===== src/hdl/pid_pkg.sv =====
// ----------------------------------------------------------------------------
// PID controller package
// Shared constants, register indexes and the command and status structures
// that pass between the controller and the datapath.
// ----------------------------------------------------------------------------
package pid_pkg;

   localparam int FRAC_BITS       = 16;
   localparam int TIME_FRAC_BITS  = 20;
   localparam int ZERO_STEP_UNITS = 1049;
   localparam int MUL_DIGIT       = 16;
   localparam int CSR_INDEX_WIDTH = 3;

   localparam logic [CSR_INDEX_WIDTH-1:0] CSR_GAIN_P         = 3'd0;
   localparam logic [CSR_INDEX_WIDTH-1:0] CSR_GAIN_I         = 3'd1;
   localparam logic [CSR_INDEX_WIDTH-1:0] CSR_GAIN_D         = 3'd2;
   localparam logic [CSR_INDEX_WIDTH-1:0] CSR_OUTPUT_LOW     = 3'd3;
   localparam logic [CSR_INDEX_WIDTH-1:0] CSR_OUTPUT_HIGH    = 3'd4;
   localparam logic [CSR_INDEX_WIDTH-1:0] CSR_INTEGRAL_LIMIT = 3'd5;
   localparam logic [CSR_INDEX_WIDTH-1:0] CSR_TARGET         = 3'd6;

   localparam longint GAIN_P_RESET         = 65536;
   localparam longint GAIN_I_RESET         = 0;
   localparam longint GAIN_D_RESET         = 0;
   localparam longint OUTPUT_LOW_RESET     = -6553600;
   localparam longint OUTPUT_HIGH_RESET    = 6553600;
   localparam longint INTEGRAL_LIMIT_RESET = 6553600;
   localparam longint TARGET_RESET         = 0;

   localparam logic FUNC_UPDATE = 1'b0;
   localparam logic FUNC_CLEAR  = 1'b1;

   typedef logic [1:0] mul_op_type;
   localparam mul_op_type MUL_INC = 2'd0;
   localparam mul_op_type MUL_P   = 2'd1;
   localparam mul_op_type MUL_I   = 2'd2;
   localparam mul_op_type MUL_D   = 2'd3;

   typedef struct packed {
      logic       load_in;
      logic       clear_state;
      logic       calc_error;
      logic       start_div;
      logic       save_error;
      logic       mul_start;
      mul_op_type mul_op;
      logic       mul_fix;
      logic       integ_update;
      logic       sum_clear;
      logic       sum_add;
      logic       deriv_load;
      logic       out_load;
   } cmd_type;

   typedef struct packed {
      logic mul_busy;
      logic div_busy;
   } stat_type;

endpackage


===== src/hdl/pid_mul.sv =====
// ----------------------------------------------------------------------------
// PID sequential multiplier
// Unsigned multiplier that consumes one 16-bit digit of the multiplier per
// cycle and shifts the finished low product bits out to the right.
// ----------------------------------------------------------------------------
module pid_mul #(
   parameter int AW = 32,
   parameter int BW = 32
) (
   input  logic             clock,
   input  logic             reset,
   input  logic             start,
   input  logic [AW-1:0]    mcand,
   input  logic [BW-1:0]    mplier,
   output logic             busy,
   output logic [AW+BW-1:0] product
);

   localparam int D  = pid_pkg::MUL_DIGIT;
   localparam int ND = (BW + D - 1) / D;
   localparam int BP = ND * D;
   localparam int CW = $clog2(ND + 1);

   logic [AW-1:0]      mcand_ff, mcand_in;
   logic [BP-1:0]      mplier_ff, mplier_in;
   logic [AW+BP-1:0]   prod_ff, prod_in;
   logic [CW-1:0]      cnt_ff, cnt_in;
   logic [AW+D-1:0]    pp;
   logic [AW+D-1:0]    part;
   logic [AW+D+BP-1:0] wide;

   always_comb begin
      pp        = {{D{1'b0}}, mcand_ff} * {{AW{1'b0}}, mplier_ff[D-1:0]};
      part      = {{D{1'b0}}, prod_ff[AW+BP-1:BP]} + pp;
      wide      = {part, prod_ff[BP-1:0]};
      mcand_in  = mcand_ff;
      mplier_in = mplier_ff;
      prod_in   = prod_ff;
      cnt_in    = cnt_ff;
      if (start) begin
         mcand_in  = mcand;
         mplier_in = BP'(mplier);
         prod_in   = '0;
         cnt_in    = CW'(ND);
      end else if (cnt_ff != '0) begin
         mplier_in = mplier_ff >> D;
         prod_in   = wide[AW+D+BP-1:D];
         cnt_in    = cnt_ff - 1'b1;
      end
   end

   always_ff @(posedge clock) begin
      if (reset) begin
         cnt_ff <= '0;
      end else begin
         cnt_ff <= cnt_in;
      end
      mcand_ff  <= mcand_in;
      mplier_ff <= mplier_in;
      prod_ff   <= prod_in;
   end

   assign busy    = (cnt_ff != '0);
   assign product = prod_ff[AW+BW-1:0];

endmodule


===== src/hdl/pid_div.sv =====
// ----------------------------------------------------------------------------
// PID derivative divider
// Restoring divider that forms one quotient bit per cycle of the error
// change scaled by 2^20 over the time step, with an overflow flag.
// ----------------------------------------------------------------------------
module pid_div #(
   parameter int VALUE_WIDTH = 32,
   parameter int STEP_WIDTH  = 24
) (
   input  logic                   clock,
   input  logic                   reset,
   input  logic                   start,
   input  logic [VALUE_WIDTH-1:0] dividend,
   input  logic [STEP_WIDTH-1:0]  divisor,
   output logic                   busy,
   output logic [VALUE_WIDTH-1:0] quotient,
   output logic                   overflow
);

   localparam int W  = VALUE_WIDTH;
   localparam int S  = STEP_WIDTH;
   localparam int TF = pid_pkg::TIME_FRAC_BITS;
   localparam int CW = $clog2(W + 1);

   logic [W+TF-1:0] nfull;
   logic [TF-1:0]   r0;
   logic [S:0]      trial;
   logic [S:0]      trial_sub;
   logic            ge;
   logic [S-1:0]    rem_ff, rem_in;
   logic [W-1:0]    nlow_ff, nlow_in;
   logic [W-1:0]    q_ff, q_in;
   logic            ovf_ff, ovf_in;
   logic [CW-1:0]   cnt_ff, cnt_in;

   always_comb begin
      nfull     = {dividend, {TF{1'b0}}};
      r0        = nfull[W+TF-1:W];
      trial     = {rem_ff, nlow_ff[W-1]};
      trial_sub = trial - {1'b0, divisor};
      ge        = (trial >= {1'b0, divisor});
      rem_in    = rem_ff;
      nlow_in   = nlow_ff;
      q_in      = q_ff;
      ovf_in    = ovf_ff;
      cnt_in    = cnt_ff;
      if (start) begin
         rem_in  = S'(r0);
         nlow_in = nfull[W-1:0];
         q_in    = '0;
         ovf_in  = ({{S{1'b0}}, r0} >= {{TF{1'b0}}, divisor});
         cnt_in  = CW'(W);
      end else if (cnt_ff != '0) begin
         rem_in  = ge ? trial_sub[S-1:0] : trial[S-1:0];
         nlow_in = nlow_ff << 1;
         q_in    = {q_ff[W-2:0], ge};
         cnt_in  = cnt_ff - 1'b1;
      end
   end

   always_ff @(posedge clock) begin
      if (reset) begin
         cnt_ff <= '0;
      end else begin
         cnt_ff <= cnt_in;
      end
      rem_ff  <= rem_in;
      nlow_ff <= nlow_in;
      q_ff    <= q_in;
      ovf_ff  <= ovf_in;
   end

   assign busy     = (cnt_ff != '0);
   assign quotient = q_ff;
   assign overflow = ovf_ff;

endmodule


===== src/hdl/pid_datapath.sv =====
// ----------------------------------------------------------------------------
// PID datapath
// Configuration registers, kept state, error, integral and derivative
// arithmetic, term accumulation and output clamping.
// ----------------------------------------------------------------------------
module pid_datapath #(
   parameter int VALUE_WIDTH = 32,
   parameter int STEP_WIDTH  = 24
) (
   input  logic                                 clock,
   input  logic                                 reset,
   input  pid_pkg::cmd_type                     cmd,
   output pid_pkg::stat_type                    stat,
   input  logic                                 csr_we,
   input  logic [pid_pkg::CSR_INDEX_WIDTH-1:0]  csr_index,
   input  logic [VALUE_WIDTH-1:0]               csr_wdata,
   input  logic signed [VALUE_WIDTH-1:0]        measured,
   input  logic [STEP_WIDTH-1:0]                step_time,
   output logic signed [VALUE_WIDTH-1:0]        drive
);

   localparam int W  = VALUE_WIDTH;
   localparam int S  = STEP_WIDTH;
   localparam int BW = (W > S) ? W : S;
   localparam int PW = W + BW + 1;
   localparam int SW = W + 2;
   localparam int TF = pid_pkg::TIME_FRAC_BITS;
   localparam int FB = pid_pkg::FRAC_BITS;

   localparam longint VMAX_L = (longint'(1) <<< (W - 1)) - longint'(1);
   localparam longint VMIN_L = -VMAX_L - longint'(1);
   localparam longint LOW_L  = (pid_pkg::OUTPUT_LOW_RESET < VMIN_L) ? VMIN_L :
                               ((pid_pkg::OUTPUT_LOW_RESET > VMAX_L) ? VMAX_L :
                                pid_pkg::OUTPUT_LOW_RESET);
   localparam longint HIGH_L = (pid_pkg::OUTPUT_HIGH_RESET < VMIN_L) ? VMIN_L :
                               ((pid_pkg::OUTPUT_HIGH_RESET > VMAX_L) ? VMAX_L :
                                pid_pkg::OUTPUT_HIGH_RESET);
   localparam longint LIM_L  = (pid_pkg::INTEGRAL_LIMIT_RESET > VMAX_L) ? VMAX_L :
                               pid_pkg::INTEGRAL_LIMIT_RESET;

   localparam logic signed [W-1:0]  VMAX_W = {1'b0, {(W-1){1'b1}}};
   localparam logic signed [W-1:0]  VMIN_W = {1'b1, {(W-1){1'b0}}};
   localparam logic signed [PW-1:0] MAX_P  = PW'(VMAX_L);
   localparam logic signed [PW-1:0] MIN_P  = PW'(VMIN_L);
   localparam logic signed [SW-1:0] MAX_S  = SW'(VMAX_L);
   localparam logic signed [SW-1:0] MIN_S  = SW'(VMIN_L);

   logic signed [W-1:0] gain_p_ff, gain_p_in;
   logic signed [W-1:0] gain_i_ff, gain_i_in;
   logic signed [W-1:0] gain_d_ff, gain_d_in;
   logic signed [W-1:0] out_low_ff, out_low_in;
   logic signed [W-1:0] out_high_ff, out_high_in;
   logic [W-2:0]        limit_ff, limit_in;
   logic signed [W-1:0] target_ff, target_in;

   logic signed [W-1:0] meas_ff, meas_in;
   logic [S-1:0]        dt_ff, dt_in;
   logic signed [W-1:0] err_ff, err_in;
   logic signed [W-1:0] last_err_ff, last_err_in;
   logic signed [W-1:0] integ_ff, integ_in;
   logic signed [W-1:0] deriv_ff, deriv_in;
   logic                dneg_ff, dneg_in;
   logic                mneg_ff, mneg_in;
   pid_pkg::mul_op_type mop_ff, mop_in;
   logic signed [PW-1:0] mres_ff, mres_in;
   logic signed [SW-1:0] sum_ff, sum_in;
   logic signed [W-1:0] drive_ff, drive_in;

   logic signed [W:0]    err_wide;
   logic signed [W:0]    diff_wide;
   logic [W:0]           diff_neg;
   logic [W-1:0]         diff_mag;
   logic signed [W-1:0]  opa;
   logic signed [BW:0]   opb;
   logic [W-1:0]         opa_neg;
   logic [BW:0]          opb_neg;
   logic [W-1:0]         mag_a;
   logic [BW-1:0]        mag_b;
   logic [W+BW-1:0]      prod;
   logic signed [PW-1:0] prod_s;
   logic signed [PW-1:0] prod_signed;
   logic signed [W-1:0]  term;
   logic signed [PW:0]   isum;
   logic signed [PW:0]   lim_p;
   logic signed [PW:0]   lim_n;
   logic [W-1:0]         quot;
   logic                 quot_ovf;
   logic                 dsat;
   logic [W-1:0]         quot_neg;
   logic signed [W-1:0]  sum_sat;
   logic signed [W-1:0]  raised;

   always_comb begin
      gain_p_in   = gain_p_ff;
      gain_i_in   = gain_i_ff;
      gain_d_in   = gain_d_ff;
      out_low_in  = out_low_ff;
      out_high_in = out_high_ff;
      limit_in    = limit_ff;
      target_in   = target_ff;
      if (csr_we) begin
         unique case (csr_index)
            pid_pkg::CSR_GAIN_P:         gain_p_in   = csr_wdata;
            pid_pkg::CSR_GAIN_I:         gain_i_in   = csr_wdata;
            pid_pkg::CSR_GAIN_D:         gain_d_in   = csr_wdata;
            pid_pkg::CSR_OUTPUT_LOW:     out_low_in  = csr_wdata;
            pid_pkg::CSR_OUTPUT_HIGH:    out_high_in = csr_wdata;
            pid_pkg::CSR_INTEGRAL_LIMIT: limit_in    = csr_wdata[W-2:0];
            pid_pkg::CSR_TARGET:         target_in   = csr_wdata;
            default: ;
         endcase
      end
   end

   always_comb begin
      meas_in = meas_ff;
      dt_in   = dt_ff;
      if (cmd.load_in) begin
         meas_in = measured;
         dt_in   = (step_time == '0) ? S'(pid_pkg::ZERO_STEP_UNITS) : step_time;
      end

      err_wide = {target_ff[W-1], target_ff} - {meas_ff[W-1], meas_ff};
      err_in   = err_ff;
      if (cmd.calc_error) begin
         if (err_wide[W] != err_wide[W-1]) begin
            err_in = err_wide[W] ? VMIN_W : VMAX_W;
         end else begin
            err_in = err_wide[W-1:0];
         end
      end

      diff_wide = {err_ff[W-1], err_ff} - {last_err_ff[W-1], last_err_ff};
      diff_neg  = -diff_wide;
      diff_mag  = diff_wide[W] ? diff_neg[W-1:0] : diff_wide[W-1:0];
      dneg_in   = cmd.start_div ? diff_wide[W] : dneg_ff;

      last_err_in = last_err_ff;
      if (cmd.clear_state) begin
         last_err_in = '0;
      end else if (cmd.save_error) begin
         last_err_in = err_ff;
      end
   end

   always_comb begin
      case (cmd.mul_op)
         pid_pkg::MUL_INC: begin
            opa = err_ff;
            opb = {{(BW+1-S){1'b0}}, dt_ff};
         end
         pid_pkg::MUL_P: begin
            opa = gain_p_ff;
            opb = {{(BW+1-W){err_ff[W-1]}}, err_ff};
         end
         pid_pkg::MUL_I: begin
            opa = gain_i_ff;
            opb = {{(BW+1-W){integ_ff[W-1]}}, integ_ff};
         end
         default: begin
            opa = gain_d_ff;
            opb = {{(BW+1-W){deriv_ff[W-1]}}, deriv_ff};
         end
      endcase
      opa_neg = -opa;
      opb_neg = -opb;
      mag_a   = opa[W-1] ? opa_neg : opa;
      mag_b   = opb[BW] ? opb_neg[BW-1:0] : opb[BW-1:0];
      mneg_in = cmd.mul_start ? (opa[W-1] ^ opb[BW]) : mneg_ff;
      mop_in  = cmd.mul_start ? cmd.mul_op : mop_ff;

      prod_s      = {1'b0, prod};
      prod_signed = mneg_ff ? -prod_s : prod_s;
      mres_in     = mres_ff;
      if (cmd.mul_fix) begin
         mres_in = (mop_ff == pid_pkg::MUL_INC) ? (prod_signed >>> TF) : (prod_signed >>> FB);
      end
   end

   always_comb begin
      isum  = {mres_ff[PW-1], mres_ff} + {{(PW+1-W){integ_ff[W-1]}}, integ_ff};
      lim_p = {{(PW+2-W){1'b0}}, limit_ff};
      lim_n = -lim_p;
      integ_in = integ_ff;
      if (cmd.clear_state) begin
         integ_in = '0;
      end else if (cmd.integ_update) begin
         if (isum < lim_n) begin
            integ_in = lim_n[W-1:0];
         end else if (isum > lim_p) begin
            integ_in = lim_p[W-1:0];
         end else begin
            integ_in = isum[W-1:0];
         end
      end

      if (mres_ff > MAX_P) begin
         term = VMAX_W;
      end else if (mres_ff < MIN_P) begin
         term = VMIN_W;
      end else begin
         term = mres_ff[W-1:0];
      end
      sum_in = sum_ff;
      if (cmd.sum_clear) begin
         sum_in = '0;
      end else if (cmd.sum_add) begin
         sum_in = sum_ff + {{2{term[W-1]}}, term};
      end

      dsat     = quot_ovf | quot[W-1];
      quot_neg = -quot;
      deriv_in = deriv_ff;
      if (cmd.deriv_load) begin
         if (dneg_ff) begin
            deriv_in = dsat ? VMIN_W : quot_neg;
         end else begin
            deriv_in = dsat ? VMAX_W : quot;
         end
      end

      if (sum_ff > MAX_S) begin
         sum_sat = VMAX_W;
      end else if (sum_ff < MIN_S) begin
         sum_sat = VMIN_W;
      end else begin
         sum_sat = sum_ff[W-1:0];
      end
      raised   = (sum_sat < out_low_ff) ? out_low_ff : sum_sat;
      drive_in = cmd.out_load ? ((raised > out_high_ff) ? out_high_ff : raised) : drive_ff;
   end

   always_ff @(posedge clock) begin
      if (reset) begin
         gain_p_ff   <= W'(pid_pkg::GAIN_P_RESET);
         gain_i_ff   <= W'(pid_pkg::GAIN_I_RESET);
         gain_d_ff   <= W'(pid_pkg::GAIN_D_RESET);
         out_low_ff  <= W'(LOW_L);
         out_high_ff <= W'(HIGH_L);
         limit_ff    <= (W-1)'(LIM_L);
         target_ff   <= W'(pid_pkg::TARGET_RESET);
         integ_ff    <= '0;
         last_err_ff <= '0;
      end else begin
         gain_p_ff   <= gain_p_in;
         gain_i_ff   <= gain_i_in;
         gain_d_ff   <= gain_d_in;
         out_low_ff  <= out_low_in;
         out_high_ff <= out_high_in;
         limit_ff    <= limit_in;
         target_ff   <= target_in;
         integ_ff    <= integ_in;
         last_err_ff <= last_err_in;
      end
      meas_ff  <= meas_in;
      dt_ff    <= dt_in;
      err_ff   <= err_in;
      deriv_ff <= deriv_in;
      dneg_ff  <= dneg_in;
      mneg_ff  <= mneg_in;
      mop_ff   <= mop_in;
      mres_ff  <= mres_in;
      sum_ff   <= sum_in;
      drive_ff <= drive_in;
   end

   pid_mul #(
      .AW (W),
      .BW (BW)
   ) u_mul (
      .clock   (clock),
      .reset   (reset),
      .start   (cmd.mul_start),
      .mcand   (mag_a),
      .mplier  (mag_b),
      .busy    (stat.mul_busy),
      .product (prod)
   );

   pid_div #(
      .VALUE_WIDTH (W),
      .STEP_WIDTH  (S)
   ) u_div (
      .clock    (clock),
      .reset    (reset),
      .start    (cmd.start_div),
      .dividend (diff_mag),
      .divisor  (dt_ff),
      .busy     (stat.div_busy),
      .quotient (quot),
      .overflow (quot_ovf)
   );

   assign drive = drive_ff;

endmodule


===== src/hdl/pid_ctrl.sv =====
// ----------------------------------------------------------------------------
// PID controller sequencer
// State machine that handles both handshakes and steps the datapath through
// error, integral, derivative and the three gain products.
// ----------------------------------------------------------------------------
module pid_ctrl (
   input  logic              clock,
   input  logic              reset,
   input  logic              req_valid,
   output logic              req_stall,
   input  logic              req_func,
   output logic              rsp_valid,
   input  logic              rsp_stall,
   output pid_pkg::cmd_type  cmd,
   input  pid_pkg::stat_type stat
);

   localparam logic [3:0] ST_IDLE    = 4'd0;
   localparam logic [3:0] ST_ERROR   = 4'd1;
   localparam logic [3:0] ST_START   = 4'd2;
   localparam logic [3:0] ST_INC_RUN = 4'd3;
   localparam logic [3:0] ST_INC_ADD = 4'd4;
   localparam logic [3:0] ST_P_RUN   = 4'd5;
   localparam logic [3:0] ST_P_ADD   = 4'd6;
   localparam logic [3:0] ST_I_RUN   = 4'd7;
   localparam logic [3:0] ST_I_ADD   = 4'd8;
   localparam logic [3:0] ST_D_WAIT  = 4'd9;
   localparam logic [3:0] ST_D_START = 4'd10;
   localparam logic [3:0] ST_D_RUN   = 4'd11;
   localparam logic [3:0] ST_D_ADD   = 4'd12;
   localparam logic [3:0] ST_DONE    = 4'd13;

   logic [3:0] state_ff, state_in;
   logic       rsp_valid_ff, rsp_valid_in;
   logic       accept;

   assign req_stall = reset | (state_ff != ST_IDLE);
   assign accept    = req_valid & ~req_stall;

   always_comb begin
      cmd      = '0;
      state_in = state_ff;
      unique case (state_ff)
         ST_IDLE: begin
            if (accept) begin
               cmd.load_in = 1'b1;
               if (req_func == pid_pkg::FUNC_CLEAR) begin
                  cmd.clear_state = 1'b1;
               end else begin
                  state_in = ST_ERROR;
               end
            end
         end
         ST_ERROR: begin
            cmd.calc_error = 1'b1;
            state_in       = ST_START;
         end
         ST_START: begin
            cmd.start_div  = 1'b1;
            cmd.save_error = 1'b1;
            cmd.mul_start  = 1'b1;
            cmd.mul_op     = pid_pkg::MUL_INC;
            state_in       = ST_INC_RUN;
         end
         ST_INC_RUN: begin
            if (!stat.mul_busy) begin
               cmd.mul_fix = 1'b1;
               state_in    = ST_INC_ADD;
            end
         end
         ST_INC_ADD: begin
            cmd.integ_update = 1'b1;
            cmd.sum_clear    = 1'b1;
            cmd.mul_start    = 1'b1;
            cmd.mul_op       = pid_pkg::MUL_P;
            state_in         = ST_P_RUN;
         end
         ST_P_RUN: begin
            if (!stat.mul_busy) begin
               cmd.mul_fix = 1'b1;
               state_in    = ST_P_ADD;
            end
         end
         ST_P_ADD: begin
            cmd.sum_add   = 1'b1;
            cmd.mul_start = 1'b1;
            cmd.mul_op    = pid_pkg::MUL_I;
            state_in      = ST_I_RUN;
         end
         ST_I_RUN: begin
            if (!stat.mul_busy) begin
               cmd.mul_fix = 1'b1;
               state_in    = ST_I_ADD;
            end
         end
         ST_I_ADD: begin
            cmd.sum_add = 1'b1;
            state_in    = ST_D_WAIT;
         end
         ST_D_WAIT: begin
            if (!stat.div_busy) begin
               cmd.deriv_load = 1'b1;
               state_in       = ST_D_START;
            end
         end
         ST_D_START: begin
            cmd.mul_start = 1'b1;
            cmd.mul_op    = pid_pkg::MUL_D;
            state_in      = ST_D_RUN;
         end
         ST_D_RUN: begin
            if (!stat.mul_busy) begin
               cmd.mul_fix = 1'b1;
               state_in    = ST_D_ADD;
            end
         end
         ST_D_ADD: begin
            cmd.sum_add = 1'b1;
            state_in    = ST_DONE;
         end
         ST_DONE: begin
            if (!rsp_valid_ff || !rsp_stall) begin
               cmd.out_load = 1'b1;
               state_in     = ST_IDLE;
            end
         end
         default: begin
            state_in = ST_IDLE;
         end
      endcase
      rsp_valid_in = cmd.out_load | (rsp_valid_ff & rsp_stall);
   end

   always_ff @(posedge clock) begin
      if (reset) begin
         state_ff     <= ST_IDLE;
         rsp_valid_ff <= 1'b0;
      end else begin
         state_ff     <= state_in;
         rsp_valid_ff <= rsp_valid_in;
      end
   end

   assign rsp_valid = rsp_valid_ff;

endmodule


===== src/hdl/pid_controller_step.sv =====
// ----------------------------------------------------------------------------
// PID controller step
// Discrete PID update in signed Q16.16 with integral anti-windup and
// clamped output, built from a sequencer and a multi-cycle datapath.
//
//   Channel  Direction  Handshake             Payload
//   req      in         req_valid/req_stall   req_func, req_measured,
//                                             req_step_time
//   rsp      out        rsp_valid/rsp_stall   rsp_drive
//   csr      in         csr_valid/csr_ready   csr_index, csr_wdata
//
// An update waits on the one-bit-per-cycle divider that forms the derivative.
// A clear gives no result. Reset restores the register defaults and zeroes
// the integral and the previous error. A result that waits under rsp_stall
// sits in the output register while the next transfer is taken.
// ----------------------------------------------------------------------------
module pid_controller_step #(
   parameter int VALUE_WIDTH = 32,
   parameter int STEP_WIDTH  = 24
) (
   input  logic                                clock,
   input  logic                                reset,
   input  logic                                req_valid,
   output logic                                req_stall,
   input  logic                                req_func,
   input  logic signed [VALUE_WIDTH-1:0]       req_measured,
   input  logic [STEP_WIDTH-1:0]               req_step_time,
   output logic                                rsp_valid,
   input  logic                                rsp_stall,
   output logic signed [VALUE_WIDTH-1:0]       rsp_drive,
   input  logic                                csr_valid,
   output logic                                csr_ready,
   input  logic [pid_pkg::CSR_INDEX_WIDTH-1:0] csr_index,
   input  logic [VALUE_WIDTH-1:0]              csr_wdata
);

   pid_pkg::cmd_type  cmd;
   pid_pkg::stat_type stat;
   logic              csr_we;

   assign csr_ready = ~reset;
   assign csr_we    = csr_valid & csr_ready;

   pid_ctrl u_ctrl (
      .clock     (clock),
      .reset     (reset),
      .req_valid (req_valid),
      .req_stall (req_stall),
      .req_func  (req_func),
      .rsp_valid (rsp_valid),
      .rsp_stall (rsp_stall),
      .cmd       (cmd),
      .stat      (stat)
   );

   pid_datapath #(
      .VALUE_WIDTH (VALUE_WIDTH),
      .STEP_WIDTH  (STEP_WIDTH)
   ) u_datapath (
      .clock     (clock),
      .reset     (reset),
      .cmd       (cmd),
      .stat      (stat),
      .csr_we    (csr_we),
      .csr_index (csr_index),
      .csr_wdata (csr_wdata),
      .measured  (req_measured),
      .step_time (req_step_time),
      .drive     (rsp_drive)
   );

endmodule

===== config.mk =====
export PLATFORM = sky130hd
export DESIGN_NAME = pid_controller_step
export DESIGN_NICKNAME = d
export VERILOG_FILES = /design/src/hdl/pid_pkg.sv /design/src/hdl/pid_mul.sv /design/src/hdl/pid_div.sv /design/src/hdl/pid_datapath.sv /design/src/hdl/pid_ctrl.sv /design/src/hdl/pid_controller_step.sv
export SDC_FILE = /design/constraint.sdc
export NUM_CORES = 2
export LEC_CHECK = 0
export BUFFER_PORTS_ARGS = -buffer_cell sky130_fd_sc_hd__buf_2
export CORE_MARGIN = 5
export CORE_UTILIZATION = 64
export DETAILED_ROUTE_END_ITERATION = 10
export GPL_TIMING_DRIVEN = 0
export PLACE_DENSITY = 0.84
export SLEW_MARGIN = 20
export SYNTH_ARGS = -nofsm -noshare
export SYNTH_HDL_FRONTEND = slang
export SYNTH_SLANG_ARGS = --single-unit
export TNS_END_PERCENT = 50

===== constraint.sdc =====
create_clock -name clock -period 9.5 [get_ports clock]
set_input_delay 1.9 -clock clock [delete_from_list [all_inputs] [get_ports clock]]
set_output_delay 1.9 -clock clock [all_outputs]
set_load 0.05 [all_outputs]

==> impl_summary.md <==
Final layout
Relative to the synthesized area, the layout overhead comes to 8.59%. In the layout the commonest cells are nand2_1, inv_1, a21oi_1. The most common cell after layout, fill and taps aside is nand2_1. After filler insertion, the fill cell instance count of the layout stands at 7,928. Cells with a size suffix above 1 make up 5.35% of the layout.

The net count of the finished layout is 8,828. Leaving out filler cells and counting taps, the final layout contains 9,163. After routing the design area is 69,000 µm². Once layout is complete, the utilization of the core stands at 70.1%.

Clock tree
The number of setup buffers added after CTS is 0. The TritonCTS clock tree is built. Once the clock tree was built, the resizer swapped 0 gates to a different size. The total clock buffers created by CTS is 81. The clock latency of the later-clocked register in the worst-skew pair is 0.69 ns. Clock-pin slew was measured on the worst setup and hold paths at 0.06 ns. The deepest level of the CTS H-tree is 3.

The number of buffers on the longest clock path is 3. After clock tree synthesis, the flow added hold-fix buffers numbering 0. The root buffer cell is clkbuf_16. The clock net in this run drives a total of 736 sinks.

STA
After layout, the worst path uses 90.7% of the clock period. The post-layout minimum cycle time is 8.62 ns. The peak clock frequency supported by timing is 116 MHz.

Summed over all failing endpoints, the final setup total negative slack is 0 ns. The count of endpoints failing hold in the final timing report is 0. The setup-violating endpoint count in the final report is 0. The max-slew violation count is 0. In this run the tightest slew margin relative to its limit is 25.0%. Setup repair after global routing left no endpoint under its margin. For the pin with the worst max-slew slack, the measured transition is 1.13 ns. The final setup skew is 0.0528 ns.

Setup path
In this run the worst path has a maximum fanout of 10. The cell at the slowest stage of the critical path is clkbuf_1. The launching instance or port of the critical path is u_datapath.u_mul.mplier_ff[14]$_DFFE_PP_. At the worst endpoint, the arrival time is 9.17 ns.

On the critical path the largest part of the delay comes from adder cells. The critical path endpoint category is a flop. The destination of the critical timing path is u_datapath.u_mul.product[63]$_SDFFE_PN0N_. STA classifies the critical path startpoint as a flop.

The worst register-to-register path begins at u_datapath.u_mul.mplier_ff[14]$_DFFE_PP_. On the worst path, the slowest cell contributes a delay of 0.85 ns. The worst path required time is 10.05 ns. The count of cell instances traversed by the critical path is 24. The cell that appears most often on the critical path is fa_1. The number of buffers and inverters on the critical path is 4. The number of cells on the worst reg-to-reg path is 24. The critical path class is flop to flop. The setup slack of the worst register-to-register path is 0.88 ns. The endpoint of the worst register-to-register path is u_datapath.u_mul.product[63]$_SDFFE_PN0N_. Walking the worst path, the cells encountered are clkbuf_1, nand2_1, fa_1, fa_1, inv_1, fa_1, inv_1, fa_1, fa_1, inv_1, fa_1, ha_1, o21a_1, o21ai_0, a21oi_1, and4_1, a31oi_1, o311a_1, o41ai_1, a21o_1, a21oi_1, o221ai_1, a221oi_1, o21a_1.

Floorplan
For this configuration, the core starts out at a cell density of 64.5%. The height of the chip is 325 µm. The die width is 325 µm. The die covers 106,000 µm². The count of standard-cell rows is 115. The core area is 98,400 µm². The number of placed I/O pins is 132.

Yosys
The most used flip-flop cell after synthesis is dfxtp_1. The post-synthesis sequential area ratio is 28.0%. The gate count of the mapped netlist is 7,569.

The async set or reset register ratio after synthesis is 0%. After synthesis the cells add up to 63,500 µm². The count of yosys warnings during synthesis is 0. Counting flops and latches in the post-synthesis netlist gives 736. The number of distinct library cells after synthesis is 96.

The number of enable flip-flop cells after synthesis is 302. A synthesized cell averages 8.39 µm². Counting every net in the synthesized netlist gives 8,599.

Global route
The leftover overflow at the end of global routing is 0. The first global-routing pass estimated 326 mm of wire. The maximum number of pins on one net before global-route repair is 34. The number of global-route vias before repair was 55.9k.

The overall track demand over capacity in global routing is 39.8%. The initial antenna violation count is 17.

Route
In the routed design, unresolved DRC markers number 0. After detailed routing, the number of vias per cell comes to 6.31. The first detailed-routing pass ran for 6 iterations.

The routed wirelength normalized by instance count is 23.6 µm. The initial detailed-routing violation count is 6,506. The residual antenna-violating net count after detailed routing is 0. The routed design has 217 mm of wire. The via count of the routed design is 57.8k.

Placement
The placed cell count is 9,002. The count of buffers added on input and output ports is 130. At the end of routability-driven placement, the weighted congestion stood at 1.07. After detailed placement, the total cell area comes to 66,000 µm². Summed over all nets, the half-perimeter wirelength after detailed placement is 172 mm.

Min path
The classification of the worst-slack hold path is flop to flop.

Status
The flow ran to the end, and the final reports show no timing, DRC or antenna violations.

Run
The total of max-cap violations is 0.
[Yosys cell counts, types with 46 or more instances]
master | instances | area share, %
a31oi_1 | 50 | 0.49
nand4_1 | 66 | 0.65
nor3_1 | 103 | 0.81
edfxtp_1 | 302 | 14
nor2b_1 | 46 | 0.45
nor2_1 | 480 | 2.8
mux2_2 | 66 | 1.2
a21o_1 | 145 | 1.7
fa_1 | 455 | 14
a211oi_1 | 54 | 0.64
dfxtp_1 | 434 | 14
a21oi_1 | 720 | 5.7
mux2i_1 | 126 | 2.0
clkbuf_1 | 334 | 2.0
nand2_1 | 1399 | 8.3
nand3_1 | 91 | 0.72
inv_1 | 746 | 4.4
and2_1 | 158 | 1.6
xnor2_1 | 225 | 3.1
o21ai_0 | 293 | 2.3
xor2_1 | 141 | 1.9
ha_1 | 478 | 9.4
[flip-flops by register name (all words and copies together) (netlist names), 32 cells and up]
name	flops
u_datapath.u_mul.product	64
u_datapath.mres_ff	49
u_datapath.sum_ff	34
u_datapath.deriv_ff	32
u_datapath.drive	32
u_datapath.err_ff	32
u_datapath.gain_d_ff	32
u_datapath.gain_i_ff	32
u_datapath.gain_p_ff	32
u_datapath.integ_ff	32
u_datapath.last_err_ff	32
u_datapath.meas_ff	32
u_datapath.out_high_ff	32
u_datapath.out_low_ff	32
u_datapath.target_ff	32
u_datapath.u_div.quotient	32
u_datapath.u_mul.mcand_ff	32
u_datapath.u_mul.mplier_ff	32
[worst min path at each step]
stage                                                      endpoint  depth (start not counted)                                 startpoint
after detailed placement   u_datapath.u_mul.product[6]$_SDFFE_PN0N_                          2   u_datapath.u_mul.product[6]$_SDFFE_PN0N_
after floorplan           u_datapath.u_mul.product[14]$_SDFFE_PN0N_                          2  u_datapath.u_mul.product[14]$_SDFFE_PN0N_
after CTS                  u_datapath.u_mul.product[6]$_SDFFE_PN0N_                          2   u_datapath.u_mul.product[6]$_SDFFE_PN0N_
final                      u_datapath.u_mul.product[6]$_SDFFE_PN0N_                          2   u_datapath.u_mul.product[6]$_SDFFE_PN0N_
after global routing          u_datapath.gain_p_ff[29]$_SDFFE_PP0P_                          2      u_datapath.gain_p_ff[29]$_SDFFE_PP0P_
after global placement    u_datapath.u_mul.product[43]$_SDFFE_PN0N_                          2  u_datapath.u_mul.product[43]$_SDFFE_PN0N_
[metal layers]
metal / track usage (%) / routed length, µm / up-vias
met5: 0 / 69 / -
met2: 61.7 / 94400 / 3434
li1: - / - / 26000
met4: 23.3 / 15800 / 10
met3: 11.3 / 26600 / 876
met1: 49.8 / 79700 / 27500
[through the flow]
stage               setup WS (ns)  hold slack (ns)
finish                      0.880            0.451
global route                0.641            0.470
CTS                          1.16            0.454
detailed placement           1.20            0.445
global placement             1.26            0.438
floorplan                    2.73            0.432
[area by class of cell]
class                           instances  area (µm²)  area share [%]
Multi-Input combinational cell       5703       41500            60.2
Buffer                                381        1460            2.12
Antenna cell                           11        27.5          0.0399
Clock buffer                          112        2430            3.53
Tap cell                             1287        1610            2.33
Timing Repair Buffer                  146         822            1.19
Clock inverter                         38         509           0.738
Inverter                              749        2810            4.08
Sequential cell                       736       17800            25.7
[tightest hold or removal path, delay by kind of cell, from the launching register on]
| family | cells | cell delay, ns |
|---|---|---|
| flip-flops | 1 | 0.31 |
| AND/OR/NAND/NOR | 1 | 0.05 |
| AO/OA/AOI/OAI | 1 | 0.05 |
[kinds of logic (layout without fill, tap and decap cells)]
kind of cell	after synthesis	after routing	share of synthesized area, %
AO/OA/AOI/OAI	1619	1619	15.4
adder cells (fa/ha/maj)	934	934	23.8
flip-flops	736	736	28.0
other	0	11	0
AND/OR/NAND/NOR	2592	2592	18.0
XOR/XNOR	366	366	5.05
multiplexers	192	192	3.16
buffers and inverters	1130	1426	6.73
Power is left out: the tool's default activity adds up to more than one toggle a clock period on the data nets, which glitch-free logic cannot reach.
